--- src/design/sli_pkg.sv ---
// Package for the sorted list insert/delete block.
// Holds the value width, the sequencer state type and the operation codes; no dependencies.
`default_nettype none

package sli_pkg;

    // Width of one stored value.
    localparam int unsigned DATA_W = 32;

    // Operation codes carried by the mode field of a request.
    localparam logic MODE_INSERT = 1'b0;
    localparam logic MODE_DELETE = 1'b1;

    // Sequencer states.
    typedef enum logic {
        S_IDLE,
        S_STEP
    } t_state;

endpackage : sli_pkg

`default_nettype wire

--- src/design/sli_in_if.sv ---
// Input channel of the sorted list block: valid/ready plus one operation request.
// Depends on sli_pkg for the value width.
`default_nettype none

interface sli_in_if
    import sli_pkg::*;
();
    logic                     valid;
    logic                     ready;
    logic                     mode;
    logic signed [DATA_W-1:0] value;

    modport source (output valid, output mode, output value, input ready);
    modport sink   (input valid, input mode, input value, output ready);
endinterface : sli_in_if

`default_nettype wire

--- src/design/sli_out_if.sv ---
// Output channel of the sorted list block: valid/ready plus one list entry.
// Depends on sli_pkg for the value width.
`default_nettype none

interface sli_out_if
    import sli_pkg::*;
();
    logic                     valid;
    logic                     ready;
    logic signed [DATA_W-1:0] item_value;
    logic                     list_empty;
    logic                     last;
    logic                     insert_dropped;

    modport source (output valid, output item_value, output list_empty,
                    output last, output insert_dropped, input ready);
    modport sink   (input valid, input item_value, input list_empty,
                    input last, input insert_dropped, output ready);
endinterface : sli_out_if

`default_nettype wire

--- src/design/sorted_list_insert_delete_top.sv ---
// Sorted multiset store with insert/delete requests and a full list dump per request.
// Depends on sli_pkg, sli_in_if and sli_out_if.
//
//  channel | direction | payload                                          | handshake
//  i_in    | in        | mode, value                                      | valid/ready
//  o_out   | out       | item_value, list_empty, last, insert_dropped     | valid/ready
//
// A request runs one compare step per old entry in the shared compare unit,
// one step for an insert that is not dropped and one closing step; every
// matching copy is dropped on a delete.
// The list lives in two banks; each request streams the old bank into the other.
// Reset clears the entry count and the sequencer; the banks are not cleared.
// A stalled output holds the sequencer; the next request is taken while the
// final result of the previous one still waits in the output register.
`default_nettype none

module sorted_list_insert_delete_top
    import sli_pkg::*;
#(
    parameter int unsigned CAPACITY = 32
) (
    input  wire        i_clk,
    input  wire        i_rst_n,
    sli_in_if.sink     i_in,
    sli_out_if.source  o_out
);

    localparam int unsigned CW = $clog2(CAPACITY + 1);
    localparam int unsigned AW = (CAPACITY > 1) ? $clog2(CAPACITY) : 1;

    // Two storage banks, ping-ponged per request.
    logic signed [DATA_W-1:0] r_mem0 [CAPACITY];
    logic signed [DATA_W-1:0] r_mem1 [CAPACITY];
    logic signed [DATA_W-1:0] r_rdata0, r_rdata1;

    t_state r_state, n_state;
    logic   r_bank, n_bank;
    logic [CW-1:0] r_count, n_count;
    logic [CW-1:0] r_rd, n_rd;
    logic [CW-1:0] r_wr, n_wr;
    logic   r_mode, n_mode;
    logic   r_drop, n_drop;
    logic   r_ins_done, n_ins_done;
    logic signed [DATA_W-1:0] r_value, n_value;
    logic   r_pend_valid, n_pend_valid;
    logic signed [DATA_W-1:0] r_pend_value, n_pend_value;

    logic   r_o_valid, n_o_valid;
    logic signed [DATA_W-1:0] r_o_value, n_o_value;
    logic   r_o_empty, n_o_empty;
    logic   r_o_last, n_o_last;
    logic   r_o_drop, n_o_drop;

    logic   wr_en;
    logic signed [DATA_W-1:0] wr_data;
    logic   in_acc;
    logic   step_fin;
    logic   out_free;
    logic   have_old;
    logic   ins_pend;
    logic   cmp_le, cmp_eq;
    logic signed [DATA_W-1:0] old_value;

    assign in_acc    = (r_state == S_IDLE) && i_in.valid;
    assign out_free  = !r_o_valid || o_out.ready;
    assign old_value = r_bank ? r_rdata1 : r_rdata0;
    assign have_old  = (r_rd < r_count);
    assign ins_pend  = (r_mode == MODE_INSERT) && !r_drop && !r_ins_done;

    // Shared compare unit: request value against the current old entry.
    assign cmp_le = (r_value <= old_value);
    assign cmp_eq = (r_value == old_value);

    // Sequencer next state.
    always_comb begin
        n_state = r_state;
        unique case (r_state)
            S_IDLE: begin
                if (in_acc) begin
                    n_state = S_STEP;
                end
            end
            S_STEP: begin
                if (step_fin) begin
                    n_state = S_IDLE;
                end
            end
            default: n_state = S_IDLE;
        endcase
    end

    // Datapath control: merge the request into the streamed list.
    always_comb begin
        n_bank       = r_bank;
        n_count      = r_count;
        n_rd         = r_rd;
        n_wr         = r_wr;
        n_mode       = r_mode;
        n_drop       = r_drop;
        n_ins_done   = r_ins_done;
        n_value      = r_value;
        n_pend_valid = r_pend_valid;
        n_pend_value = r_pend_value;
        n_o_valid    = r_o_valid && !o_out.ready;
        n_o_value    = r_o_value;
        n_o_empty    = r_o_empty;
        n_o_last     = r_o_last;
        n_o_drop     = r_o_drop;
        wr_en        = 1'b0;
        wr_data      = r_value;
        step_fin     = 1'b0;

        unique case (r_state)
            S_IDLE: begin
                if (in_acc) begin
                    n_mode       = i_in.mode;
                    n_value      = i_in.value;
                    n_drop       = (i_in.mode == MODE_INSERT) &&
                                   (r_count >= CW'(CAPACITY));
                    n_rd         = '0;
                    n_wr         = '0;
                    n_ins_done   = 1'b0;
                    n_pend_valid = 1'b0;
                end
            end
            S_STEP: begin
                if (out_free) begin
                    if (have_old && ins_pend && cmp_le) begin
                        // New value goes in front of the first entry not below it.
                        wr_en      = 1'b1;
                        wr_data    = r_value;
                        n_ins_done = 1'b1;
                    end else if (have_old && (r_mode == MODE_DELETE) && cmp_eq) begin
                        // Matching copy is dropped from the new list.
                        n_rd = r_rd + CW'(1);
                    end else if (have_old) begin
                        wr_en   = 1'b1;
                        wr_data = old_value;
                        n_rd    = r_rd + CW'(1);
                    end else if (ins_pend) begin
                        // New value is the largest: append it.
                        wr_en      = 1'b1;
                        wr_data    = r_value;
                        n_ins_done = 1'b1;
                    end else begin
                        // Close the request with the held entry or an empty marker.
                        step_fin  = 1'b1;
                        n_o_valid = 1'b1;
                        n_o_value = r_pend_valid ? r_pend_value : '0;
                        n_o_empty = !r_pend_valid;
                        n_o_last  = 1'b1;
                        n_o_drop  = r_drop;
                        n_count   = r_wr;
                        n_bank    = !r_bank;
                    end

                    // Each new entry releases the one held before it.
                    if (wr_en) begin
                        n_wr         = r_wr + CW'(1);
                        n_pend_valid = 1'b1;
                        n_pend_value = wr_data;
                        if (r_pend_valid) begin
                            n_o_valid = 1'b1;
                            n_o_value = r_pend_value;
                            n_o_empty = 1'b0;
                            n_o_last  = 1'b0;
                            n_o_drop  = r_drop;
                        end
                    end
                end
            end
            default: ;
        endcase
    end

    // Bank writes go to the inactive bank.
    always_ff @(posedge i_clk) begin
        if (wr_en && r_bank) begin
            r_mem0[r_wr[AW-1:0]] <= wr_data;
        end
        if (wr_en && !r_bank) begin
            r_mem1[r_wr[AW-1:0]] <= wr_data;
        end
    end

    // Registered reads at the next read index.
    always_ff @(posedge i_clk) begin
        r_rdata0 <= r_mem0[n_rd[AW-1:0]];
        r_rdata1 <= r_mem1[n_rd[AW-1:0]];
    end

    // Control registers.
    always_ff @(posedge i_clk) begin
        if (!i_rst_n) begin
            r_state   <= S_IDLE;
            r_bank    <= 1'b0;
            r_count   <= '0;
            r_o_valid <= 1'b0;
        end else begin
            r_state   <= n_state;
            r_bank    <= n_bank;
            r_count   <= n_count;
            r_o_valid <= n_o_valid;
        end
    end

    // Working and payload registers.
    always_ff @(posedge i_clk) begin
        r_rd         <= n_rd;
        r_wr         <= n_wr;
        r_mode       <= n_mode;
        r_drop       <= n_drop;
        r_ins_done   <= n_ins_done;
        r_value      <= n_value;
        r_pend_valid <= n_pend_valid;
        r_pend_value <= n_pend_value;
        r_o_value    <= n_o_value;
        r_o_empty    <= n_o_empty;
        r_o_last     <= n_o_last;
        r_o_drop     <= n_o_drop;
    end

    assign i_in.ready           = (r_state == S_IDLE);
    assign o_out.valid          = r_o_valid;
    assign o_out.item_value     = r_o_value;
    assign o_out.list_empty     = r_o_empty;
    assign o_out.last           = r_o_last;
    assign o_out.insert_dropped = r_o_drop;

endmodule : sorted_list_insert_delete_top

`default_nettype wire

--- src/flat_wrapper.sv ---
// flat-port wrapper written by rule: the top's interface ports become plain ports
module sorted_list_insert_delete_top_flat import sli_pkg::*;
#(
    parameter int unsigned CAPACITY = 32
)
  (i_clk, i_rst_n, i_in_valid, i_in_mode, i_in_value, i_in_ready, o_out_valid, o_out_item_value, o_out_list_empty, o_out_last, o_out_insert_dropped, o_out_ready);
  sli_in_if i_in_i ();
  sli_out_if o_out_i ();
  input  wire i_clk;
  input  wire i_rst_n;
  input wire logic [$bits(i_in_i.valid)-1:0] i_in_valid;
  input wire logic [$bits(i_in_i.mode)-1:0] i_in_mode;
  input wire logic [$bits(i_in_i.value)-1:0] i_in_value;
  output wire logic [$bits(i_in_i.ready)-1:0] i_in_ready;
  output wire logic [$bits(o_out_i.valid)-1:0] o_out_valid;
  output wire logic [$bits(o_out_i.item_value)-1:0] o_out_item_value;
  output wire logic [$bits(o_out_i.list_empty)-1:0] o_out_list_empty;
  output wire logic [$bits(o_out_i.last)-1:0] o_out_last;
  output wire logic [$bits(o_out_i.insert_dropped)-1:0] o_out_insert_dropped;
  input wire logic [$bits(o_out_i.ready)-1:0] o_out_ready;
  assign i_in_i.valid = i_in_valid;
  assign i_in_i.mode = i_in_mode;
  assign i_in_i.value = i_in_value;
  assign i_in_ready = i_in_i.ready;
  assign o_out_valid = o_out_i.valid;
  assign o_out_item_value = o_out_i.item_value;
  assign o_out_list_empty = o_out_i.list_empty;
  assign o_out_last = o_out_i.last;
  assign o_out_insert_dropped = o_out_i.insert_dropped;
  assign o_out_i.ready = o_out_ready;
  sorted_list_insert_delete_top #(.CAPACITY(CAPACITY)) u_core (.i_clk(i_clk), .i_rst_n(i_rst_n), .i_in(i_in_i), .o_out(o_out_i));
endmodule
--- config.mk ---
export PLATFORM = sky130hd
export DESIGN_NAME = sorted_list_insert_delete_top_flat
export DESIGN_NICKNAME = d
export VERILOG_FILES = /design/src/design/sli_pkg.sv /design/src/design/sli_in_if.sv /design/src/design/sli_out_if.sv /design/src/design/sorted_list_insert_delete_top.sv /design/src/flat_wrapper.sv
export SDC_FILE = /design/constraint.sdc
export NUM_CORES = 2
export LEC_CHECK = 0
export BUFFER_PORTS_ARGS = -buffer_cell sky130_fd_sc_hd__buf_2
export CAP_MARGIN = 25
export CORE_MARGIN = 2
export CORE_UTILIZATION = 45
export CTS_CLUSTER_DIAMETER = 120
export DETAILED_ROUTE_END_ITERATION = 10
export PLACE_DENSITY = 0.63
export SYNTH_ARGS = -nofsm -noshare
export SYNTH_HDL_FRONTEND = slang
export SYNTH_SLANG_ARGS = --single-unit
--- constraint.sdc ---
create_clock -name i_clk -period 23.6 [get_ports i_clk]
set_input_delay 5.9 -clock i_clk [delete_from_list [all_inputs] [get_ports i_clk]]
set_output_delay 5.9 -clock i_clk [all_outputs]
set_load 0.05 [all_outputs]
== Word level (Yosys, flattened, before mapping) ==
Memory sizes are Yosys's and may differ from the RTL's. A register that Yosys moved wholly into a read port is not among the register bits.
Cells that the tools add are included.
Cells by class
  add/subtract/negate cells: 2
  multipliers: 0
  div/mod/pow operators: 0
  magnitude comparators: 3
  equal/unequal tests: 9
  shift-type cells: 0
  multiplexer cells: 80
  bitwise operators: 7
  reduce and logical (&&, ||, !) cells: 25
Operators with widths (count)
  $mux W32: 13
  $mux W1: 54
  $mux W6: 8
  $eq A32 B32 Y1: 1
  $le A32 B32 Y1: 1
  $pmux W6 S2: 2
  $add A6 B1 Y6 const B: 2
  $ne A3 B3 Y1 const B: 4
  $logic_and A1 B1 Y1: 11
  $not A1 Y1: 7
  $ge A6 B6 Y1 const B: 1
  $logic_not A1 Y1: 6
  $lt A6 B6 Y1: 1
  $ne A2 B2 Y1 const B: 3
  $pmux W1 S2: 3
  $reduce_and A3 Y1: 2
  $reduce_and A6 Y1: 1
  $reduce_and A5 Y1: 1
  $reduce_and A2 Y1: 2
  $reduce_and A4 Y1: 1
  $ne A2 B1 Y1 const B: 1
  $logic_or A1 B1 Y1: 1
Word-level totals
  flip-flop bits (word level): 124
  bits in latches: 0
  RAM bits: 2048
  memory bits (read-only): 0
  input bits: 37
  output and inout port bits: 37
  word-level logic and storage cells: 145
  memories: 2
Memory list
  u_core.r_mem0: depth 32, width 32, rd ports 1, clocked after memory_dff 1, wr ports 1, RTL line sorted_list_insert_delete_top.sv:32  | logic signed [DATA_W-1:0] r_mem0 [CAPACITY];
  u_core.r_mem1: depth 32, width 32, rd ports 1, clocked after memory_dff 1, wr ports 1, RTL line sorted_list_insert_delete_top.sv:33  | logic signed [DATA_W-1:0] r_mem1 [CAPACITY];

== Logic depth before layout (Yosys ltp) ==
  word-level depth: 14
  mapped depth: 22
  depth with buffers taken out: 16

== Worst setup path after synthesis ==
Ideal clock, no wire load.
  kind: input -> register
  start point: input port o_out_ready
  end point: memory u_core.r_mem0[3][0], enable pin
  library setup time: 461 ps
  arrival time: 11354 ps
  data required time: 23139 ps
  setup slack: 11785 ps
  stages: 7
  path buffers: 1
  cell sequence: nand2b_1 nand2_1 nor3_1 and2_0 clkbuf_1 nand2_1 nor3_1
On the way
  cells in the longest elaborated chain, start to end: 6
RTL lines
  start: declaration: RTL line flat_wrapper.sv:20  | input wire logic [$bits(o_out_i.ready)-1:0] o_out_ready;
  $logic_or A1 B1 Y1: RTL line sorted_list_insert_delete_top.sv:65  | assign out_free = !r_o_valid || o_out.ready;
  $mux W1: RTL line sorted_list_insert_delete_top.sv:127  | if (out_free) begin
  $mux W1: RTL line sorted_list_insert_delete_top.sv:113  | unique case (r_state)
  $logic_and A1 B1 Y1: RTL line sorted_list_insert_delete_top.sv:178  | if (wr_en && r_bank) begin
  $mux W1: RTL line sorted_list_insert_delete_top.sv:178
  $mux W1 (implied by the code): RTL line sorted_list_insert_delete_top.sv:179  | r_mem0[r_wr[AW-1:0]] <= wr_data;
  end: declaration: RTL line sorted_list_insert_delete_top.sv:32
No other way between the ends.

== Final worst setup path ==
  start point: input port o_out_ready
  end point: register u_core.r_rdata1[21] (read register of u_core.r_mem1)
On the way
  cells in the longest elaborated chain, start to end: 3
RTL lines
  $logic_or A1 B1 Y1: RTL line sorted_list_insert_delete_top.sv:65
  $mux W6: RTL line sorted_list_insert_delete_top.sv:127
  $pmux W6 S2: RTL line sorted_list_insert_delete_top.sv:113
  end: declaration: RTL line sorted_list_insert_delete_top.sv:34  | logic signed [DATA_W-1:0] r_rdata0, r_rdata1;
No other way between the ends. The select of a mux whose other input is x is not followed.
A chain may end at the register's enable or synchronous reset.

==> results.sh <==
export IMPL_status="completed"
export IMPL_min_path_type="reg2reg"
export IMPL_gp_congestion=0.859
export IMPL_setup_violations=0
export IMPL_via_per_inst=5.94
export IMPL_tightest_slew_ns=1.08
export IMPL_fin_tns_setup_ns=0
export IMPL_drtIter0Drc=6748
export IMPL_worstReg2RegEnd="u_core.r_rdata1[11]"
export IMPL_r2r_start="u_core.r_bank"
export IMPL_grt_ovfl_total=0
export IMPL_clock_tree_buffer_depth=3
export IMPL_post_cts_buffers=0
export IMPL_finClkSkew_ns=0.0328
export IMPL_cts_sinks=2236
export IMPL_powerDensity_nw_per_um2=108
export IMPL_drv_cap=0
export IMPL_core_um2=195000
export IMPL_antenna_left=0
export IMPL_numCtsBuffers=219
export IMPL_grt_antenna_before_repair=11
export IMPL_fin_util_pct=51.0
export IMPL_wl_met3_um=24100
export IMPL_finalHoldViolCount=0
export IMPL_synth_distinct_cells=66
export IMPL_leakagePower_nw=32.1
export IMPL_rows=162
export IMPL_yosys_warnings=0
export IMPL_wirelength_um=250000
export IMPL_end_kind="register"
export IMPL_io_buffers=73
export IMPL_synth_area_um2=87900
export IMPL_wl_met1_um=101000
export IMPL_htreeDepth=4
export IMPL_layout_drive_gt1_share_pct=11.9
export IMPL_report_final_slew_viol_count=0
export IMPL_post_cts_resize_count=0
export IMPL_syn_area_per_cell_um2=15.2
export IMPL_max_freq_ghz=0.0961
export IMPL_grt_max_degree=210
export IMPL_holdPathStages=2
export IMPL_tritoncts="built"
export IMPL_hold_end="u_core.r_count[0]"
export IMPL_cp_data_required_time_ns=24.30
export IMPL_reg2reg_depth=20
export IMPL_fin_crit_sh_pct=44.1
export IMPL_synthesis_nets=5870
export IMPL_die_area_um2=199000
export IMPL_start_util_pct=45.2
export IMPL_hpwlAfterDp_um=130000
export IMPL_grt_pass1_vias=48400
export IMPL_firstDrtPassIters=6
export IMPL_synth_seq_cells=2236
export IMPL_arrival_ns=11.11
export IMPL_path_clk_slew_ns=0.06
export IMPL_die_height_um=446
export IMPL_seq_area_frac_synth_pct=75.5
export IMPL_ir_drop_mv=0.113
export IMPL_area_growth_pct=12.7
export IMPL_slew_headroom_pct=26.9
export IMPL_hold_buffers=0
export IMPL_rsz0062_at_grt="no"
export IMPL_synthCells=5791
export IMPL_ios=74
export IMPL_root_buffer="clkbuf_16"
export IMPL_hold_path_startpoint="u_core.r_count[0]"
export IMPL_rrSetupSlack_ns=14.29
export IMPL_route_met2_wl_um=115000
export IMPL_grt_pass1_wl_um=353000
export IMPL_fin_nets=5985
export IMPL_clk_latency_ns=0.86
export IMPL_die_w_um=446
export IMPL_crit_path_max_fanout=36
export IMPL_fin_crit_ns=10.41
export IMPL_drc=0
export IMPL_crit_path_start_kind="primary input"
export IMPL_critical_path_class="in2reg"
export IMPL_top_layer="met4"
export IMPL_grt_use_total_pct=24.8
export IMPL_vias=51400
export IMPL_routedWlPerCell_um=28.9
## layout make-up
type	count	area (um^2)
flip-flops and latches	2236	66400
clock inverters	103	995
inverters	20	110
repair buffers	224	1930
multi-input cells	3205	20500
well taps	2542	3180
diodes	5	12.5
clock buffers	312	6030
fillers	15900	95400
## power by group
group | switching, mW | total (mW) | internal [mW]
clock network | 1.47 | 3.43 | 1.95
registers | 0.133 | 4.95 | 4.82
logic | 1.63 | 2.32 | 0.689
## per-layer routing
layer	GRT usage, %	vias to the layer above
met3	4.61	460
met2	38.9	2669
met4	9.19	0
met1	34.6	26100
met5	0	-
li1	-	22200
## worst max-delay path, cell delays in order
cell	delay [ns]
buf_2	0.09
nand2b_1	0.21
nand2_1	0.11
buf_4	0.51
inv_2	0.26
o21ai_2	0.27
nor2_1	0.14
mux2_4	0.46
clkinv_2	0.38
buf_4	0.44
buf_4	0.71
nand2_2	0.61
buf_4	0.54
o22ai_1	0.28
a211oi_2	0.07
## cells in the final DEF, fill, tap and decap left out, drive strengths merged, types with 5 or more instances in the layout
master      n
mux2i     730
nor3       10
edfxtp   2158
o2111ai    21
ha         42
nor2       84
o21ai      77
nand2    1258
nand4      10
a32oi      44
a21boi      7
and2        6
diode       5
clkinv     77
mux2        5
dfxtp      78
bufinv     16
a41oi      63
nor4       65
nand3     395
a21oi     146
o22ai     127
inv        26
buf       223
clkbuf    313
a211oi     64
## sequential cells by signal, indices dropped and copies added, names as in the netlist, 6 cells and up
signal	flops
u_core.r_mem0	1024
u_core.r_mem1	1024
u_core.o_out.item_value	32
u_core.r_pend_value	32
u_core.r_rdata0	32
u_core.r_rdata1	32
u_core.r_value	32
u_core.r_count	6
u_core.r_rd	6
u_core.r_wr	6
## kinds of logic (layout without fill, tap and decap cells)
kind of cell,Yosys count,in the layout,synth area share (%)
compound gates,567,567,4.60
simple gates,1853,1853,8.89
flops,2236,2236,75.5
fa+ha+maj,42,42,0.598
mux,737,737,8.42
xor+xnor,6,6,0.0598
other cells,0,5,0
buf+inv,350,659,1.97
## cell usage after synthesis, drive strengths merged
library cell,instances,area [um^2]
edfxtp,2158,64800
nand2,1258,4720
mux2i,730,7310
nand3,395,1990
buf,196,1150
a21oi,146,731
clkbuf,134,503
o22ai,127,795
nor2,84,328
dfxtp,78,1560
o21ai,77,393
nor4,65,407
a211oi,64,796
a41oi,63,552
a32oi,44,385
ha,42,526
o2111ai,21,184
inv,17,68.8
nand4,10,68.8
nor3,10,88.8
a21boi,7,52.6
and2,6,37.5
mux2,5,56.3
nand2b,4,25.0
nand3b,4,30.0
nor2b,4,25.0
or2,4,25.0
or3,4,25.0
a2111oi,3,32.5
a21o,3,22.5
clkinv,3,11.3
o211ai,3,22.5
o31ai,3,22.5
xnor2,3,26.3
xor2,3,26.3
a221oi,2,17.5
mux4,2,45.0
nor3b,2,20.0
or4,2,18.8
a2111o,1,11.3
a211o,1,8.76
a221o,1,10.0
and3,1,6.26
o21a,1,7.51
## metrics by stage
stage | setup slack [ns] | power (mW) | area [um^2] | cells | hold slack, ns
3_5_place_dp | 12.46 | 7.30 | 91900 | 8218 | 0.466
2_1_floorplan | 11.78 | 6.45 | 87900 | 5791 | 0.424
4_1_cts | 13.36 | 10.7 | 99000 | 8633 | 0.474
6_report | 13.19 | 10.7 | 99100 | 8647 | 0.470
5_1_grt | 13.02 | 11.0 | 99100 | 8642 | 0.501
3_3_place_gp | 12.47 | 7.22 | 91500 | 8199 | 0.456
## how the worst max path moves through the flow
stage,endpoint,slack (ns),start,cells past startpoint
after global routing,u_core.r_rdata1[9],13.02,o_out_ready,12
final,u_core.r_rdata1[21],13.19,o_out_ready,15
after detailed placement,u_core.r_rdata1[15],12.46,o_out_ready,12
after CTS,u_core.r_rdata1[9],13.36,o_out_ready,12
after global placement,u_core.r_rdata1[9],12.47,o_out_ready,12
after floorplan,u_core.r_mem0[3][0],11.78,o_out_ready,7
Note: power is estimated with default switching activity, not from simulation.
